<file path="src/oal_pkg.sv">
// Shared constants, types and codes for the ordered array list.
`timescale 1ns / 1ps
package oal_pkg;

	// Number of entries the list can hold.
	localparam int CAPACITY = 16;

	// Widths of stored and port fields.
	localparam int KEY_W   = 16;
	localparam int PAY_W   = 32;
	localparam int ENTRY_W = KEY_W + PAY_W;
	localparam int CMD_W   = 2;
	localparam int POS_W   = 5;
	localparam int STAT_W  = 3;
	localparam int FIDX_W  = 4;
	localparam int FCNT_W  = 5;

	// Internal widths that follow from the capacity.
	localparam int IDX_W = (CAPACITY > 1) ? $clog2(CAPACITY) : 1;
	localparam int CNT_W = $clog2(CAPACITY + 1);
	localparam int CMP_W = (CNT_W > POS_W) ? CNT_W : POS_W;

	typedef enum logic [CMD_W-1:0] {
		CMD_APPEND = 2'd0,
		CMD_INSERT = 2'd1,
		CMD_SEARCH = 2'd2,
		CMD_DELETE = 2'd3
	} cmd_t;

	typedef enum logic [STAT_W-1:0] {
		ST_OK       = 3'd0,
		ST_FULL     = 3'd1,
		ST_BADPOS   = 3'd2,
		ST_EMPTY    = 3'd3,
		ST_NOTFOUND = 3'd4
	} status_t;

endpackage

</file>
<file path="src/oal_ram.sv">
// Generic single-write, single-read RAM with a registered read port.
`timescale 1ns / 1ps
module oal_ram #(
	parameter int WIDTH = 8,
	parameter int DEPTH = 16
) (
	input  logic                                   clk,
	input  logic                                   wr_en,
	input  logic [((DEPTH > 1) ? $clog2(DEPTH) : 1)-1:0] wr_addr,
	input  logic [WIDTH-1:0]                       wr_data,
	input  logic                                   rd_en,
	input  logic [((DEPTH > 1) ? $clog2(DEPTH) : 1)-1:0] rd_addr,
	output logic [WIDTH-1:0]                       rd_data
);

	logic [WIDTH-1:0] mem [DEPTH];

	always_ff @(posedge clk) begin
		if (wr_en) begin
			mem[wr_addr] <= wr_data;
		end
		if (rd_en) begin
			rd_data <= mem[rd_addr];
		end
	end

endmodule

</file>
<file path="src/ordered_array_list.sv">
// Ordered array list: bounded list of key and payload entries kept in one RAM.
// Flow: append, error results and inserts or deletes that move nothing go
// straight from the request to the result state; an insert or delete that moves k entries,
// or a search that reads k entries, first walks them in the move state (k is at most CAPACITY,
// and a search stops at a match). Throughput: one request at a time, set by the single RAM read port that
// walks the entries one per cycle. Async active-low reset empties the list.
`timescale 1ns / 1ps
module ordered_array_list import oal_pkg::*; (
	input  logic               clk,
	input  logic               arst_n,
	input  logic               in_valid,
	output logic               in_ready,
	input  logic [CMD_W-1:0]   cmd,
	input  logic [KEY_W-1:0]   entry_key,
	input  logic [PAY_W-1:0]   entry_payload,
	input  logic [POS_W-1:0]   position,
	output logic               out_valid,
	input  logic               out_ready,
	output logic [STAT_W-1:0]  status,
	output logic [FIDX_W-1:0]  found_index,
	output logic [FCNT_W-1:0]  entry_count
);

	// The controller idles until a request arrives, walks the RAM in the
	// move state when entries must shift or be scanned, and then parks the
	// result in the result state until the output register is free.
	typedef enum logic [1:0] {
		S_IDLE,
		S_MOVE,
		S_RESULT
	} state_t;

	state_t             state_q;
	cmd_t               cmd_q;
	logic [KEY_W-1:0]   key_q;
	logic [PAY_W-1:0]   pay_q;
	logic [IDX_W-1:0]   pos_q;
	logic [CNT_W-1:0]   fill_q;
	logic [IDX_W-1:0]   src_q;
	logic [CNT_W-1:0]   rem_q;
	logic               rv_s1;
	logic [IDX_W-1:0]   addr_s1;
	status_t            res_status_q;
	logic [IDX_W-1:0]   res_index_q;
	logic               out_valid_q;
	status_t            status_q;
	logic [FIDX_W-1:0]  found_index_q;
	logic [FCNT_W-1:0]  entry_count_q;

	// RAM port signals.
	logic               wr_en;
	logic [IDX_W-1:0]   wr_addr;
	logic [ENTRY_W-1:0] wr_data;
	logic               rd_en;
	logic [ENTRY_W-1:0] rd_data;

	// Request decode.
	logic               accept;
	cmd_t               in_cmd;
	logic [CMP_W-1:0]   n_c;
	logic [CMP_W-1:0]   p_c;
	logic [IDX_W-1:0]   pos_idx;
	logic [CNT_W-1:0]   pos_cnt;
	logic [IDX_W-1:0]   fill_idx;
	logic               full_c;
	logic               empty_c;
	status_t            acc_status;
	logic               acc_scan;
	logic               acc_wr;
	logic [IDX_W-1:0]   acc_wr_addr;
	logic [IDX_W-1:0]   acc_src;
	logic [CNT_W-1:0]   acc_rem;
	logic [CNT_W-1:0]   acc_fill;

	// Walk control.
	logic [KEY_W-1:0]   rd_key;
	logic               hit;
	logic               shift_wr;
	logic [IDX_W-1:0]   shift_addr;
	logic               move_done;
	logic               final_wr;

	// Zero-extended copies used to fit the index and count to the port widths.
	logic [IDX_W+FIDX_W-1:0] idx_wide;
	logic [CNT_W+FCNT_W-1:0] cnt_wide;

	assign in_ready = (state_q == S_IDLE);
	assign accept   = in_valid && in_ready;
	assign in_cmd   = cmd_t'(cmd);

	assign n_c      = CMP_W'(fill_q);
	assign p_c      = CMP_W'(position);
	assign pos_idx  = IDX_W'(position);
	assign pos_cnt  = CNT_W'(position);
	assign fill_idx = IDX_W'(fill_q);
	assign full_c   = (fill_q == CNT_W'(CAPACITY));
	assign empty_c  = (fill_q == '0);

	// Classify the incoming request. Errors and the moves-free cases finish
	// right away; the rest set up a walk of the RAM: inserts walk downward
	// from the last entry, deletes and searches walk upward.
	always_comb begin
		acc_status  = ST_OK;
		acc_scan    = 1'b0;
		acc_wr      = 1'b0;
		acc_wr_addr = fill_idx;
		acc_src     = '0;
		acc_rem     = '0;
		acc_fill    = fill_q;
		case (in_cmd)
			CMD_APPEND: begin
				if (full_c) begin
					acc_status = ST_FULL;
				end else begin
					acc_wr   = 1'b1;
					acc_fill = fill_q + 1'b1;
				end
			end
			CMD_INSERT: begin
				if (full_c) begin
					acc_status = ST_FULL;
				end else if (p_c > n_c) begin
					acc_status = ST_BADPOS;
				end else begin
					acc_fill = fill_q + 1'b1;
					if (p_c == n_c) begin
						acc_wr      = 1'b1;
						acc_wr_addr = pos_idx;
					end else begin
						acc_scan = 1'b1;
						acc_src  = IDX_W'(fill_q - 1'b1);
						acc_rem  = fill_q - pos_cnt;
					end
				end
			end
			CMD_SEARCH: begin
				if (empty_c) begin
					acc_status = ST_EMPTY;
				end else begin
					acc_scan = 1'b1;
					acc_rem  = fill_q;
				end
			end
			CMD_DELETE: begin
				if (empty_c) begin
					acc_status = ST_EMPTY;
				end else if (p_c >= n_c) begin
					acc_status = ST_BADPOS;
				end else begin
					acc_fill = fill_q - 1'b1;
					if (p_c != n_c - 1'b1) begin
						acc_scan = 1'b1;
						acc_src  = pos_idx + 1'b1;
						acc_rem  = fill_q - 1'b1 - pos_cnt;
					end
				end
			end
			default: begin
				acc_status = ST_OK;
			end
		endcase
	end

	// One read is issued per cycle during the walk. The data comes back in the
	// next cycle and is written one slot up (insert) or one slot down
	// (delete); that write never lands on the address being read.
	assign rd_en      = (state_q == S_MOVE) && (rem_q != '0);
	assign rd_key     = rd_data[ENTRY_W-1 -: KEY_W];
	assign hit        = (state_q == S_MOVE) && rv_s1 && (cmd_q == CMD_SEARCH)
	                    && (rd_key == key_q);
	assign shift_wr   = (state_q == S_MOVE) && rv_s1 && (cmd_q != CMD_SEARCH);
	assign shift_addr = (cmd_q == CMD_INSERT) ? (addr_s1 + 1'b1) : (addr_s1 - 1'b1);
	assign move_done  = (state_q == S_MOVE) && (rem_q == '0) && !rv_s1;
	assign final_wr   = move_done && (cmd_q == CMD_INSERT);

	// Write port: a direct store at request time, a shifted entry during
	// the walk, or the new entry once an insert has opened its gap.
	always_comb begin
		wr_en   = 1'b0;
		wr_addr = acc_wr_addr;
		wr_data = {entry_key, entry_payload};
		if (accept && acc_wr) begin
			wr_en = 1'b1;
		end else if (shift_wr) begin
			wr_en   = 1'b1;
			wr_addr = shift_addr;
			wr_data = rd_data;
		end else if (final_wr) begin
			wr_en   = 1'b1;
			wr_addr = pos_q;
			wr_data = {key_q, pay_q};
		end
	end

	oal_ram #(
		.WIDTH (ENTRY_W),
		.DEPTH (CAPACITY)
	) u_entry_ram (
		.clk     (clk),
		.wr_en   (wr_en),
		.wr_addr (wr_addr),
		.wr_data (wr_data),
		.rd_en   (rd_en),
		.rd_addr (src_q),
		.rd_data (rd_data)
	);

	assign idx_wide = {{FIDX_W{1'b0}}, res_index_q};
	assign cnt_wide = {{FCNT_W{1'b0}}, fill_q};

	// Controller and output register. The fill count is updated when the
	// request is accepted, so the result reports the count after the command.
	always_ff @(posedge clk or negedge arst_n) begin
		if (!arst_n) begin
			state_q       <= S_IDLE;
			cmd_q         <= CMD_APPEND;
			key_q         <= '0;
			pay_q         <= '0;
			pos_q         <= '0;
			fill_q        <= '0;
			src_q         <= '0;
			rem_q         <= '0;
			rv_s1         <= 1'b0;
			addr_s1       <= '0;
			res_status_q  <= ST_OK;
			res_index_q   <= '0;
			out_valid_q   <= 1'b0;
			status_q      <= ST_OK;
			found_index_q <= '0;
			entry_count_q <= '0;
		end else begin
			rv_s1   <= rd_en;
			addr_s1 <= src_q;
			// In the result state the output register is reloaded below instead.
			if (out_valid_q && out_ready && (state_q != S_RESULT)) begin
				out_valid_q <= 1'b0;
			end
			case (state_q)
				S_IDLE: begin
					if (accept) begin
						cmd_q        <= in_cmd;
						key_q        <= entry_key;
						pay_q        <= entry_payload;
						pos_q        <= pos_idx;
						fill_q       <= acc_fill;
						src_q        <= acc_src;
						rem_q        <= acc_rem;
						res_status_q <= acc_status;
						res_index_q  <= '0;
						state_q      <= acc_scan ? S_MOVE : S_RESULT;
					end
				end
				S_MOVE: begin
					if (rd_en) begin
						rem_q <= rem_q - 1'b1;
						src_q <= (cmd_q == CMD_INSERT) ? (src_q - 1'b1) : (src_q + 1'b1);
					end
					if (hit) begin
						res_status_q <= ST_OK;
						res_index_q  <= addr_s1;
						state_q      <= S_RESULT;
					end else if (move_done) begin
						res_status_q <= (cmd_q == CMD_SEARCH) ? ST_NOTFOUND : ST_OK;
						state_q      <= S_RESULT;
					end
				end
				S_RESULT: begin
					if (!out_valid_q || out_ready) begin
						out_valid_q   <= 1'b1;
						status_q      <= res_status_q;
						found_index_q <= idx_wide[FIDX_W-1:0];
						entry_count_q <= cnt_wide[FCNT_W-1:0];
						state_q       <= S_IDLE;
					end
				end
				default: begin
					state_q <= S_IDLE;
				end
			endcase
		end
	end

	assign out_valid   = out_valid_q;
	assign status      = status_q;
	assign found_index = found_index_q;
	assign entry_count = entry_count_q;

`ifndef SYNTH
	// The list never holds more entries than it has room for.
	a_fill_bound: assert property (@(posedge clk) disable iff (!arst_n)
		fill_q <= CNT_W'(CAPACITY))
		else $error("fill count exceeds capacity");

	// A shifted write must never hit the entry being read in the same cycle.
	a_no_rw_clash: assert property (@(posedge clk) disable iff (!arst_n)
		(rd_en && wr_en) |-> (wr_addr != src_q))
		else $error("RAM read and write collide on one entry");

	// An accepted request always leaves the idle state.
	a_accept_busy: assert property (@(posedge clk) disable iff (!arst_n)
		accept |=> !in_ready)
		else $error("request accepted but controller stayed idle");

	// Reads are issued only while walking the list.
	a_read_in_move: assert property (@(posedge clk) disable iff (!arst_n)
		rd_en |-> (state_q == S_MOVE))
		else $error("RAM read outside of a walk");
`endif

endmodule
</file>
<file path="config.mk">
export PLATFORM = sky130hd
export DESIGN_NAME = ordered_array_list
export DESIGN_NICKNAME = d
export VERILOG_FILES = /design/src/oal_pkg.sv /design/src/oal_ram.sv /design/src/ordered_array_list.sv
export SDC_FILE = /design/constraint.sdc
export NUM_CORES = 1
export LEC_CHECK = 0
export ABC_AREA = 1
export ABC_CLOCK_PERIOD_IN_PS = 6600
export BUFFER_PORTS_ARGS = -buffer_cell sky130_fd_sc_hd__buf_2
export CORE_MARGIN = 5
export CORE_UTILIZATION = 36
export CTS_CLUSTER_DIAMETER = 50
export DETAILED_ROUTE_END_ITERATION = 10
export PLACE_DENSITY = 0.5
export SYNTH_ARGS = -nofsm -noshare
export SYNTH_HDL_FRONTEND = slang
export SYNTH_SLANG_ARGS = --single-unit
</file>
<file path="constraint.sdc">
create_clock -name clk -period 6.6 [get_ports clk]
set_clock_uncertainty 0.05 [all_clocks]
set_input_delay 0.33 -clock clk [delete_from_list [all_inputs] [get_ports clk]]
set_output_delay 0.33 -clock clk [all_outputs]
set_load 0.05 [all_outputs]
</file>
=== Word-level counts from Yosys, hierarchy flattened ===
Memories as Yosys holds them, arrays and structs flattened. A register that Yosys moved wholly into a read port is not among the register bits.
Cells that the tools add are included.

* Add/subtract/negate cells: 10
* Magnitude comparators: 2
* Equal/unequal tests: 23
* Mux-type cells: 81
* Reductions and logical operators: 29

{| class="wikitable"
|+ Operator list
! cell !! number
|-
| 48-bit 2-to-1 mux || 3
|-
| 4-bit 2-to-1 mux || 19
|-
| 5-bit 2-to-1 mux || 14
|-
| 5-bit case mux with 3 select lines || 2
|-
| 4-bit case mux with 2 select lines || 3
|-
| 1-bit 2-to-1 mux || 20
|-
| 2-bit 2-to-1 mux || 10
|-
| 2-bit inequality test (second input constant) || 10
|-
| 16-bit == test || 1
|-
| 4-bit by 1-bit adder with 4-bit output (second input constant) || 3
|-
| 1-bit logical AND || 12
|-
| 3-bit 2-to-1 mux || 4
|-
| 3-bit case mux with 4 select lines || 1
|-
| 3-bit AND reduction || 4
|-
| 5-bit logical NOT || 2
|-
| 5-bit case mux with 2 select lines || 1
|-
| 5-bit by 1-bit subtractor with 5-bit output (second input constant) || 2
|-
| 5-bit subtractor || 2
|-
| 2-bit == test (second input constant) || 4
|-
| 8-bit AND reduction || 1
|-
| 4-bit by 1-bit subtractor with 4-bit output (second input constant) || 2
|-
| 2-bit by 1-bit == test with 1-bit output (second input constant) || 3
|-
| 2-bit case mux with 3 select lines || 1
|-
| 3-bit case mux with 2 select lines || 1
|-
| other kinds (17) || 20
|}

* Register bits: 95
* RAM bits: 768
* Input port bits: 59
* Word-level logic and storage cells: 162
* Memories kept: 1

{| class="wikitable"
|+ Memory list
! name !! depth !! bits a word !! rd ports !! clocked after memory_dff !! write ports !! RTL line !! RTL
|-
| u_entry_ram.mem || 16 || 48 || 1 || 1 || 1 || oal_ram.sv:16 || <nowiki>logic [WIDTH-1:0] mem [DEPTH];</nowiki>
|}

=== Longest topological paths before layout ===
Gate-level depths: netlist (run 1).

* Depth in word-level cells: 9
* Mapped depth: 15

=== Hierarchy ===
A second synthesis (run 1) with hierarchy kept.

* Cell total of the unflattened synthesis: 4010
* Area total of the unflattened synthesis: 40806.6 um2

{| class="wikitable"
|+ Modules (own cells, without submodules)
! module !! times used !! cells an instance !! area an instance (um2)
|-
| oal_ram || 1 || 3165 || 34469.3
|-
| ordered_array_list || 1 || 845 || 6337.3
|}

=== Worst setup path after synthesis (run 1) ===
Ideal clock, no wire load.

* Path kind: reg-to-reg
* Start point: reg state_q[0]
* End point: mem u_entry_ram.mem[4][32] (netlist bit) (enable)
* Data arrival time: 2.689 ns
* Required time: 6.162 ns
* Setup slack: 3.473 ns
* Cell stages (with the launch flop): 8
* Period minus slack after synthesis: 3.127 ns
* Cell sequence: dfrtp_1 nor2_1 nand2_1 inv_1 nand2_1 o21ai_1 nand3_1 nor2_1

* Elaborated cells between the ends (all ways): 17

{| class="wikitable"
|+ RTL lines
! element !! RTL line !! RTL
|-
| start: declaration || ordered_array_list.sv:33 || <nowiki>state_t state_q;</nowiki>
|-
| start signal: assignment || ordered_array_list.sv:250 || <nowiki>state_q <= acc_scan ? S_MOVE : S_RESULT;</nowiki>
|-
| 2-bit logical NOT (*) || ordered_array_list.sv:87 || <nowiki>assign in_ready = (state_q == S_IDLE);</nowiki>
|-
| net in_ready || ordered_array_list.sv:12 || <nowiki>output logic in_ready,</nowiki>
|-
| 1-bit logical AND (*) || ordered_array_list.sv:88 || <nowiki>assign accept = in_valid && in_ready;</nowiki>
|-
| 1-bit logical AND (*) || ordered_array_list.sv:182 || <nowiki>if (accept && acc_wr) begin</nowiki>
|-
| 1-bit 2-to-1 mux || ordered_array_list.sv:182 ||
|-
| 1-bit 2-to-1 mux || oal_ram.sv:19 || <nowiki>if (wr_en) begin</nowiki>
|-
| 1-bit 2-to-1 mux (implied by the code) || oal_ram.sv:20 || <nowiki>mem[wr_addr] <= wr_data;</nowiki>
|-
| end: declaration || oal_ram.sv:16 ||
|}

The timed path passes the listed nets; every way through them passes the cells marked *.

=== Worst setup path in the final report (run 1) ===
* Start point: reg state_q[1]
* End point: mem u_entry_ram.mem[13][32] (netlist bit) (enable)

* Word-level cells in the longest chain between the ends: 9
* Elaborated cells between the ends (all ways): 17

{| class="wikitable"
|+ Ends and longest elaborated chain
! element !! RTL line !! RTL
|-
| 2-bit by 1-bit == test with 1-bit output || ordered_array_list.sv:171, ordered_array_list.sv:173 ||
|-
| 1-bit logical AND (2 in a row) || ordered_array_list.sv:173 || <nowiki>assign move_done = (state_q == S_MOVE) && (rem_q == '0) && !rv_s1;</nowiki>
|-
| 1-bit logical AND || ordered_array_list.sv:174 || <nowiki>assign final_wr = move_done && (cmd_q == CMD_INSERT);</nowiki>
|-
| 1-bit 2-to-1 mux || ordered_array_list.sv:188 || <nowiki>end else if (final_wr) begin</nowiki>
|-
| 1-bit 2-to-1 mux || ordered_array_list.sv:184 || <nowiki>end else if (shift_wr) begin</nowiki>
|-
| 1-bit 2-to-1 mux || ordered_array_list.sv:182 ||
|-
| 1-bit 2-to-1 mux || oal_ram.sv:19 ||
|-
| 1-bit 2-to-1 mux (implied by the code) || oal_ram.sv:20 ||
|}

Several ways; a longest one is shown, not always the timed one.

==> impl_metrics.yaml, run 1 <==
clock_tree:
  cts_post_setup_buffers_inserted: 0
  clock_latency_ns: 0.54
  cts_buffers: 42
  cts_max_path_buffers: 3
  cts_root_buffer: "clkbuf_16"
  cts.htree.levels: 2
  cts-hold-fix-buffers: 4
  path_clk_slew_ns: 0.05
  cts_resized: 0
  tritoncts: "done"
  cts_sinks: 335
detailed_routing:
  first_pass_iters: 7
  drc: 0
  initialDrtViolationCount: 879
  drt-total-wl_mm: 39.8
  vias: 10300
  wire_per_inst_um: 20.3
  avgViaCountPerCell: 5.24
  drtAntennaViolNets: 0
floorplanning:
  die_height_um: 213
  fp.coreArea_sq_mm: 0.0408
  start_util_pct: 36.3
  die_x_um: 213
  placementRows: 74
  ios: 73
  dieArea_sq_mm: 0.0454
grt:
  grt_pass1_vias: 9873
  grtUsageTotal_pct: 17.6
  grt_overflow: 0
  grt_pass1_wl_mm: 60.4
  grt.busiest_layer: "met2"
  use_met3_pct: 3.32
  grt_antenna_before_repair: 0
  use_met1_pct: 24.9
  met2_usage_pct: 28.2
  grt_max_degree: 89
worst_setup_path:
  r2r-start: "state_q[1]"
  crit_end: "u_entry_ram.mem[13][32]"
  cp.required_ns: 6.72
  path_max_fanout: 26
  rrSetupSlack_ns: 2.86
  endpoint_kind: "flop"
  startpoint: "state_q[1]"
  reg2regPathDepth: 11
  setup.worst_path.start_class: "flop"
  path_class: "reg -> reg"
  critPathArrivalTime_ns: 3.86
  r2r_end: "u_entry_ram.mem[13][32]"
layout:
  area_delta_synth_final_pct: 15.1
  fin_area_sq_mm: 0.0171
  instances_no_fill: 1960
  layout.cells.most_common_list: "edfxtp_1, nor2_1, o21ai_0"
  num_antenna_cells: 0
  final_common_cell: "edfxtp_1"
  layout.nets: 1482
  drive_gt1_share_pct: 12.1
timing:
  relSlewSlack_pct: 12.1
  setup_violations: 0
  finalCritPeriodShare_pct: 56.7
  holdWs_ns: 0.0329
  fmax_mhz: 267
  worstMarginPinSlew_ns: 1.32
  final-hold-violation-count: 0
  rsz0062_at_grt: "no"
  min_period_ns: 3.74
  report.final.slew_viol_count: 0
  setup_ws_ns: 2.86
  tns_ns: 0
status:
  status: "finished, final reports clean"
placed_design:
  gp_congestion: 0.829
  dpl.hpwl_mm: 22.3
  place_area_sq_mm: 0.0157
  port_buffers: 40
  dp_slack_ns: 2.83
  dp_cells: 1884
logic_synthesis:
  yosysSeqAreaShare_pct: 65.7
  syn_area_per_cell_sq_um: 11.0
  synth_fp_nets: 1428
  synth.cell_area_sq_mm: 0.0148
  synth-seq-cells: 335
  ys_warn_count: 0
  synthCells: 1346
  synthDistinctLibCells: 39
hold_path:
  hold_path_class: "in -> reg"
pwr:
  p_per_area_mw_per_mm2: 475
  peakVddDrop_mv: 0.212
  power_leakage_nw: 6.37
job:
  drv_cap: 0
## layout make-up
| cell class | count | area, sq um |
|---|---|---|
| Clock buffer | 51 | 1110 |
| Fill cell | 3895 | 23800 |
| Timing Repair Buffer | 79 | 503 |
| Inverter | 98 | 369 |
| Multi-Input combinational cell | 844 | 4470 |
| Tap cell | 532 | 666 |
| Sequential cell | 335 | 9750 |
| Clock inverter | 21 | 206 |
## layer usage
layer | wire length, um | up-vias
li1 | - | 4910
met1 | 18000 | 5038
met2 | 18600 | 275
met3 | 2380 | 57
met4 | 804 | 0
met5 | 0 | -
## where the power goes
group          total (mW)  internal [mW]  switching, mW
Sequential           3.02           2.77          0.243
Clock                2.19           1.31          0.876
Combinational        2.90          0.840           2.06
Total                8.11           4.93           3.18
## sequential cells by signal, summed over array words and instances, names as in the netlist
| name | flops |
|---|---|
| u_entry_ram.mem | 256 |
| rem_q | 5 |
| pos_q | 4 |
| fill_q | 5 |
| u_entry_ram.rd_data | 16 |
| cmd_q | 2 |
| src_q | 4 |
| key_q | 16 |
| status | 3 |
| out_valid | 1 |
| found_index | 4 |
| rv_s1 | 1 |
| state_q | 2 |
| addr_s1 | 4 |
| entry_count | 5 |
| res_status_q | 3 |
| res_index_q | 4 |
## kinds of logic (layout without fill, tap and decap cells)
| group | count (synthesis) | after routing | synth area share [%] |
|---|---|---|---|
| compound gates | 311 | 311 | 12.7 |
| mux | 1 | 1 | 0.0759 |
| fa+ha+maj | 23 | 23 | 2.14 |
| simple gates | 486 | 486 | 13.5 |
| flops | 335 | 335 | 65.7 |
| xor+xnor | 23 | 23 | 1.36 |
| buf+inv | 167 | 249 | 4.55 |
## Yosys cell counts, drive strengths merged
cell type,number,area share (%)
xor2,12,0.71
a31oi,1,0.042
nand2,181,4.6
o21bai,1,0.051
or2,2,0.084
mux2,1,0.076
dfrtp,63,11
nand3b,2,0.10
xnor2,11,0.65
inv,96,2.4
nor3,18,0.61
a21oi,19,0.67
o31ai,1,0.051
buf,21,0.85
o221ai,51,3.0
clkbuf,48,1.2
a221oi,8,0.56
o22ai,18,0.76
nand3,65,2.3
fa,4,0.54
nand4,7,0.30
nor2,211,5.4
ha,19,1.6
o21ai,188,6.3
a211oi,8,0.40
o211ai,16,0.81
edfxtp,272,55
clkinv,2,0.051
## stage by stage
step	util [%]	power [mW]
finish	41.8	8.11
global route	41.8	8.66
CTS	41.8	8.20
detailed placement	38.5	5.98
global placement	38.5	5.94
floorplan	-	5.05
## worst max-delay path: stages, from the launching register on
cell and delay (ns):
dfrtp_1 0.39, inv_1 0.10, nand2_2 0.26, inv_2 0.30, nand3_2 0.38, inv_2 0.52
nand2_1 0.09, nand2_1 0.07, nand2_1 0.04, nand2_1 0.11, nand2_1 0.24, nor2_4 0.78
## how the worst min path moves through the flow
| stage | endpoint | startpoint | cells past startpoint |
|---|---|---|---|
| detailed placement | found_index[3] | found_index[3] | 2 |
| global placement | entry_count[4] | entry_count[4] | 2 |
| CTS | key_q[6] | entry_key[6] | 3 |
| global route | key_q[6] | entry_key[6] | 3 |
| finish | out_valid | out_ready | 4 |
| floorplan | addr_s1[0] | arst_n | 0 |
Note: power is estimated with default switching activity, not from simulation.
==> run 2, diff against run 1 <==
--- a/config.mk
+++ b/config.mk
@@ -6,7 +6,7 @@
 export NUM_CORES = 1
 export LEC_CHECK = 0
 export ABC_AREA = 1
-export ABC_CLOCK_PERIOD_IN_PS = 6600
+export ABC_CLOCK_PERIOD_IN_PS = 3540
 export BUFFER_PORTS_ARGS = -buffer_cell sky130_fd_sc_hd__buf_2
 export CORE_MARGIN = 5
 export CORE_UTILIZATION = 36
==> constraint.sdc (replaced) <==
create_clock -name clk -period 3.54 [get_ports clk]
set_clock_uncertainty 0.05 [all_clocks]
set_input_delay 0.177 -clock clk [delete_from_list [all_inputs] [get_ports clk]]
set_output_delay 0.177 -clock clk [all_outputs]
set_load 0.05 [all_outputs]
==> impl_metrics.yaml, run 2 (synthesized netlist as in run 1, its figures left out) <==
timing:
  holdWs_ns: 0.0293
  fmax_mhz: 335
  relSlewSlack_pct: 37.3
  tns_ns: 0
  setup_violations: 0
  worstMarginPinSlew_ns: 0.934
  finalCritPeriodShare_pct: 84.4
  min_period_ns: 2.99
  final-hold-violation-count: 0
  report.final.slew_viol_count: 0
  rsz0062_at_grt: "no"
layout:
  drive_gt1_share_pct: 13.5
  area_delta_synth_final_pct: 17.7
  largest_reg_flops: 256
  top_register: "u_entry_ram.mem"
  layout.nets: 1526
  layout.cells.most_common_list: "edfxtp_1, nor2_1, o21ai_0"
  final_common_cell: "edfxtp_1"
  num_antenna_cells: 0
  top_regs: "u_entry_ram.mem: 256 flops, key_q: 16 flops, u_entry_ram.rd_data: 16 flops"
pwr:
  power_frac_comb_pct: 37.3
  intPower_mw: 9.16
  peakVddDrop_mv: 0.378
  swShare_pct: 39.6
  seq_power_share_pct: 36.6
  clockPowerShare_pct: 26.1
  p_sw_mw: 6.00
  power_leakage_nw: 6.58
  p_per_area_mw_per_mm2: 869
grt:
  grt_overflow: 0
  grt_antenna_before_repair: 1
  grt_pass1_vias: 10100
  grt_max_degree: 132
  grt_pass1_wl_mm: 60.3
  grtUsageTotal_pct: 17.3
placed_design:
  gp_congestion: 0.853
  port_buffers: 40
  dpl.hpwl_mm: 23.8
floorplanning:
  dieArea_sq_mm: 0.0454
  die_x_um: 213
  placementRows: 74
  fp.coreArea_sq_mm: 0.0408
  die_height_um: 213
  ios: 73
  start_util_pct: 36.3
detailed_routing:
  first_pass_iters: 5
  drc: 0
  drtAntennaViolNets: 0
  drt-total-wl_mm: 39.0
  avgViaCountPerCell: 5.16
  initialDrtViolationCount: 891
  vias: 10300
  wire_per_inst_um: 19.5
clock_tree:
  cts_resized: 0
  cts_buffers: 41
  cts_max_path_buffers: 3
  path_clk_slew_ns: 0.06
  cts_sinks: 335
  cts_root_buffer: "clkbuf_16"
  tritoncts: "done"
  clock_latency_ns: 0.56
  cts.htree.levels: 2
worst_setup_path:
  critPathArrivalTime_ns: 3.16
  endpoint_kind: "flop"
  cp_common_cell: "nand2_1"
  r2r-start: "fill_q[4]"
  startpoint: "fill_q[4]"
  r2r_end: "u_entry_ram.mem[9][43]"
  reg2regPathDepth: 13
  path_class: "reg -> reg"
  crit_end: "u_entry_ram.mem[9][43]"
  rrSetupSlack_ns: 0.55
  setup.worst_path.start_class: "flop"
  cpPeakStageDelay_ns: 0.44
  path_max_fanout: 12
  critPathSlowestCell: "dfrtp_1"
  cp.required_ns: 3.72
  cp_cell_sequence: "ha_1 -> nand2_1 -> nor2_1 -> nand2_1 -> nand3_1 -> buf_4 -> nand2_1 -> nand2_1 -> nand3_1 -> a21oi_2 -> nand2_1 -> nor2_2 -> buf_4"
job:
  drv_cap: 0
hold_path:
  hold_path_class: "in -> reg"
status:
  status: "finished, final reports clean"
-- run 2: cell count changes in the layout (fill, tap and decap cells not counted), sizes merged --
cell | before | now
bufinv | 3 | 1
buf | 75 | 100
clkbuf | 51 | 50
inv | 100 | 99
dlygate4sd3 | 4 | 24
clkinv | 14 | 16
-- run 2: final cells by class --
cell class	count	area, sq um
timing repair buffer	124	928
clock buffer	50	1090
multi-input combinational	844	4450
inverter	98	369
clock inverter	20	193
fill	3865	23400
sequential	335	9750
tap	532	666
-- run 2: worst max-delay path, delay by kind of cell (launching register included) --
family / cells / cell delay (ns)
buffers and inverters: 2 / 0.49
AOI/OAI and AO/OA: 1 / 0.19
adders and majority gates: 1 / 0.36
and+or+nand+nor: 9 / 1.10
DFF: 1 / 0.44
-- run 2: worst min-delay path by stage --
stage / startpoint / to / slack [ns] / cells past startpoint
after floorplan: arst_n / addr_s1[0] / -0.17 / 0
after global placement: arst_n / entry_count[3] / 0.17 / 1
after detailed placement: arst_n / entry_count[3] / 0.18 / 1
after CTS: position[1] / pos_q[1] / 0.006 / 3
after global routing: position[1] / pos_q[1] / 0.05 / 3
final: position[1] / pos_q[1] / 0.03 / 3
-- run 2: repair_timing --
| item | CTS | global route |
|---|---|---|
| buffers inserted | 0 | 0 |
| endpoints found under the hold margin | 48 | 0 |
| hold buffers | 24 | 0 |
-- run 2: power groups by stage --
stage	clock network, mW	logic [mW]	registers, mW
3_3_place_gp	0	5.61	5.62
4_1_cts	4.08	5.70	5.55
2_1_floorplan	0	3.68	5.72
5_1_grt	4.24	6.34	5.62
3_5_place_dp	0	5.66	5.62
6_report	3.96	5.66	5.55
-- run 2: per-layer routing --
layer,vias to the layer above,share of wire (%),track usage (%)
li1,4986,-,-
met1,5065,48,25.1
met2,250,44,26.7
met3,43,5.9,3.73
met4,0,1.7,3.93
met5,-,0,0
-- run 2: metrics by stage --
| step | power, mW | std cells | setup slack (ns) | cell area, sq um | util [%] |
|---|---|---|---|---|---|
| 2_1_floorplan | 9.41 | 1346 | 0.413 | 14800 | - |
| 3_3_place_gp | 11.2 | 1909 | 0.610 | 15900 | 39.0 |
| 3_5_place_dp | 11.3 | 1909 | 0.588 | 15900 | 39.0 |
| 4_1_cts | 15.3 | 2003 | 0.566 | 17500 | 42.7 |
| 5_1_grt | 16.2 | 2003 | 0.298 | 17500 | 42.7 |
| 6_report | 15.2 | 2003 | 0.551 | 17500 | 42.7 |
==> run 3, diff against run 2 <==
--- a/config.mk
+++ b/config.mk
@@ -6,13 +6,13 @@
 export NUM_CORES = 1
 export LEC_CHECK = 0
 export ABC_AREA = 1
-export ABC_CLOCK_PERIOD_IN_PS = 3540
+export ABC_CLOCK_PERIOD_IN_PS = 2400
 export BUFFER_PORTS_ARGS = -buffer_cell sky130_fd_sc_hd__buf_2
 export CORE_MARGIN = 5
 export CORE_UTILIZATION = 36
 export CTS_CLUSTER_DIAMETER = 50
 export DETAILED_ROUTE_END_ITERATION = 10
-export PLACE_DENSITY = 0.5
+export PLACE_DENSITY = 0.51
 export SYNTH_ARGS = -nofsm -noshare
 export SYNTH_HDL_FRONTEND = slang
 export SYNTH_SLANG_ARGS = --single-unit
==> constraint.sdc (replaced) <==
create_clock -name clk -period 2.4 [get_ports clk]
set_clock_uncertainty 0.05 [all_clocks]
set_input_delay 0.12 -clock clk [delete_from_list [all_inputs] [get_ports clk]]
set_output_delay 0.12 -clock clk [all_outputs]
set_load 0.05 [all_outputs]
==> impl_metrics.yaml, run 3 (synthesized netlist as in run 1, its figures left out) <==
status:
  status: "complete, but fails checks"
  violations: "negative setup slack"
timing:
  setup_ws_ns: -0.169
  relSlewSlack_pct: 37.8
  min_period_ns: 2.57
  rsz0062_at_grt: "yes"
  setup_violations: 256
  finalCritPeriodShare_pct: 107
  fmax_mhz: 389
  report.final.slew_viol_count: 0
  final-hold-violation-count: 0
  worstMarginPinSlew_ns: 0.933
worst_setup_path:
  rrSetupSlack_ns: -0.17
  critPathArrivalTime_ns: 2.79
  path_class: "reg -> reg"
  cp.required_ns: 2.62
  setup.worst_path.start_class: "flop"
  r2r-start: "fill_q[1]"
  path_max_fanout: 8
  endpoint_kind: "flop"
  reg2regPathDepth: 14
  startpoint: "fill_q[1]"
  r2r_end: "u_entry_ram.mem[7][38]"
  crit_end: "u_entry_ram.mem[7][38]"
hold_path:
  hold_path_class: "in -> reg"
grt:
  grt_max_degree: 65
  grt_pass1_vias: 10300
  grt_overflow: 0
  grtUsageTotal_pct: 18.7
  grt_antenna_before_repair: 1
  grt_pass1_wl_mm: 63.9
layout:
  regArea_sq_mm: 0.00975
  top_register: "u_entry_ram.mem"
  largest_reg_flops: 256
  area_delta_synth_final_pct: 31.7
  final_common_cell: "edfxtp_1"
  instances_no_fill: 2100
  layout.cells.most_common_list: "edfxtp_1, nor2_1, o21ai_0"
  multi_input_area_sq_mm: 0.00519
  layout.nets: 1621
  top_regs: "u_entry_ram.mem: 256 flops, key_q: 16 flops, u_entry_ram.rd_data: 16 flops"
  num_antenna_cells: 0
  fill_cells: 3651
  drive_gt1_share_pct: 25.3
clock_tree:
  cts_root_buffer: "clkbuf_16"
  path_clk_slew_ns: 0.06
  clock_latency_ns: 0.55
  cts.htree.levels: 2
  cts_max_path_buffers: 3
  tritoncts: "done"
  cts_buffers: 40
  cts_sinks: 335
pwr:
  intPower_mw: 15.7
  p_per_area_mw_per_mm2: 1330
  clockPowerShare_pct: 23.9
  power_mw: 26.0
  power_frac_comb_pct: 44.7
  swShare_pct: 39.9
  peakVddDrop_mv: 0.595
  power_leakage_nw: 7.34
  seq_power_share_pct: 31.4
  p_sw_mw: 10.4
floorplanning:
  placementRows: 74
  start_util_pct: 36.3
  ios: 73
  die_x_um: 213
  die_height_um: 213
  dieArea_sq_mm: 0.0454
  fp.coreArea_sq_mm: 0.0408
placed_design:
  gp_congestion: 0.922
  dpl.hpwl_mm: 27.6
  port_buffers: 40
  dp_cells: 1979
detailed_routing:
  avgViaCountPerCell: 5.21
  drtAntennaViolNets: 0
  wire_per_inst_um: 20.6
  drt-total-wl_mm: 43.2
  vias: 10900
  drc: 0
  initialDrtViolationCount: 1056
  first_pass_iters: 7
job:
  drv_cap: 0
run 3: metal layers:
layer | global-route usage, % | part of all wire (%)
met1 | 28.5 | 48
met2 | 27.5 | 44
met3 | 3.50 | 6.2
met4 | 4.83 | 2.4
met5 | 0 | 0
run 3: stage by stage:
step,TNS (ns),instance area (sq um),hold WS [ns],util (%),setup WS [ns]
floorplan,-30.96,15100,-0.226,-,-0.152
global placement,-41.65,17000,0.264,41.7,-0.282
detailed placement,-39.29,17000,0.267,41.7,-0.287
CTS,-12.13,18900,0.00193,46.3,-0.102
global route,-49.26,19500,0.0398,47.8,-0.253
finish,-23.02,19500,0.0460,47.8,-0.169
run 3: layout make-up:
type / count / area share, %
clock buffers: 48 / 5.38
clock inverters: 23 / 1.57
inverters: 98 / 1.92
multi-input cells: 844 / 26.6
flip-flops and latches: 335 / 49.9
well taps: 532 / 3.41
repair buffers: 220 / 11.2
run 3: critical path, cell delays in order (launching register included):
cell	delay, ns
dfrtp_1	0.43
ha_4	0.30
nand2_4	0.07
nor2_4	0.11
nand2_2	0.08
nand3_4	0.13
buf_4	0.14
nand3_2	0.08
nand3_4	0.09
nand2_2	0.07
nand2_4	0.11
nand3_4	0.11
buf_12	0.15
nor2_4	0.17
clkbuf_16	0.20
run 3: worst min-delay path by stage:
| stage | start | cells past startpoint | to |
|---|---|---|---|
| after floorplan | arst_n | 0 | addr_s1[0] |
| after global placement | arst_n | 1 | entry_count[2] |
| after detailed placement | arst_n | 1 | entry_count[2] |
| after CTS | position[2] | 4 | pos_q[2] |
| after global routing | position[0] | 4 | pos_q[0] |
| final | position[2] | 4 | pos_q[2] |
run 3: power groups by stage:
stage | Combinational, mW | Sequential (mW) | Clock [mW]
after global routing | 12.7 | 8.26 | 6.61
after global placement | 10.2 | 8.25 | 0
after floorplan | 5.81 | 8.46 | 0
after detailed placement | 10.2 | 8.26 | 0
after CTS | 10.8 | 8.15 | 6.36
final | 11.6 | 8.18 | 6.23
run 3: repair_timing:
action	4_1_cts	5_1_grt
buffers inserted	10	10
hold endpoints to repair	57	0
gates resized for setup	37	92
hold buffers	22	0
cloned	2	6
endpoints found under the setup margin	282	313
pin swaps	7	46
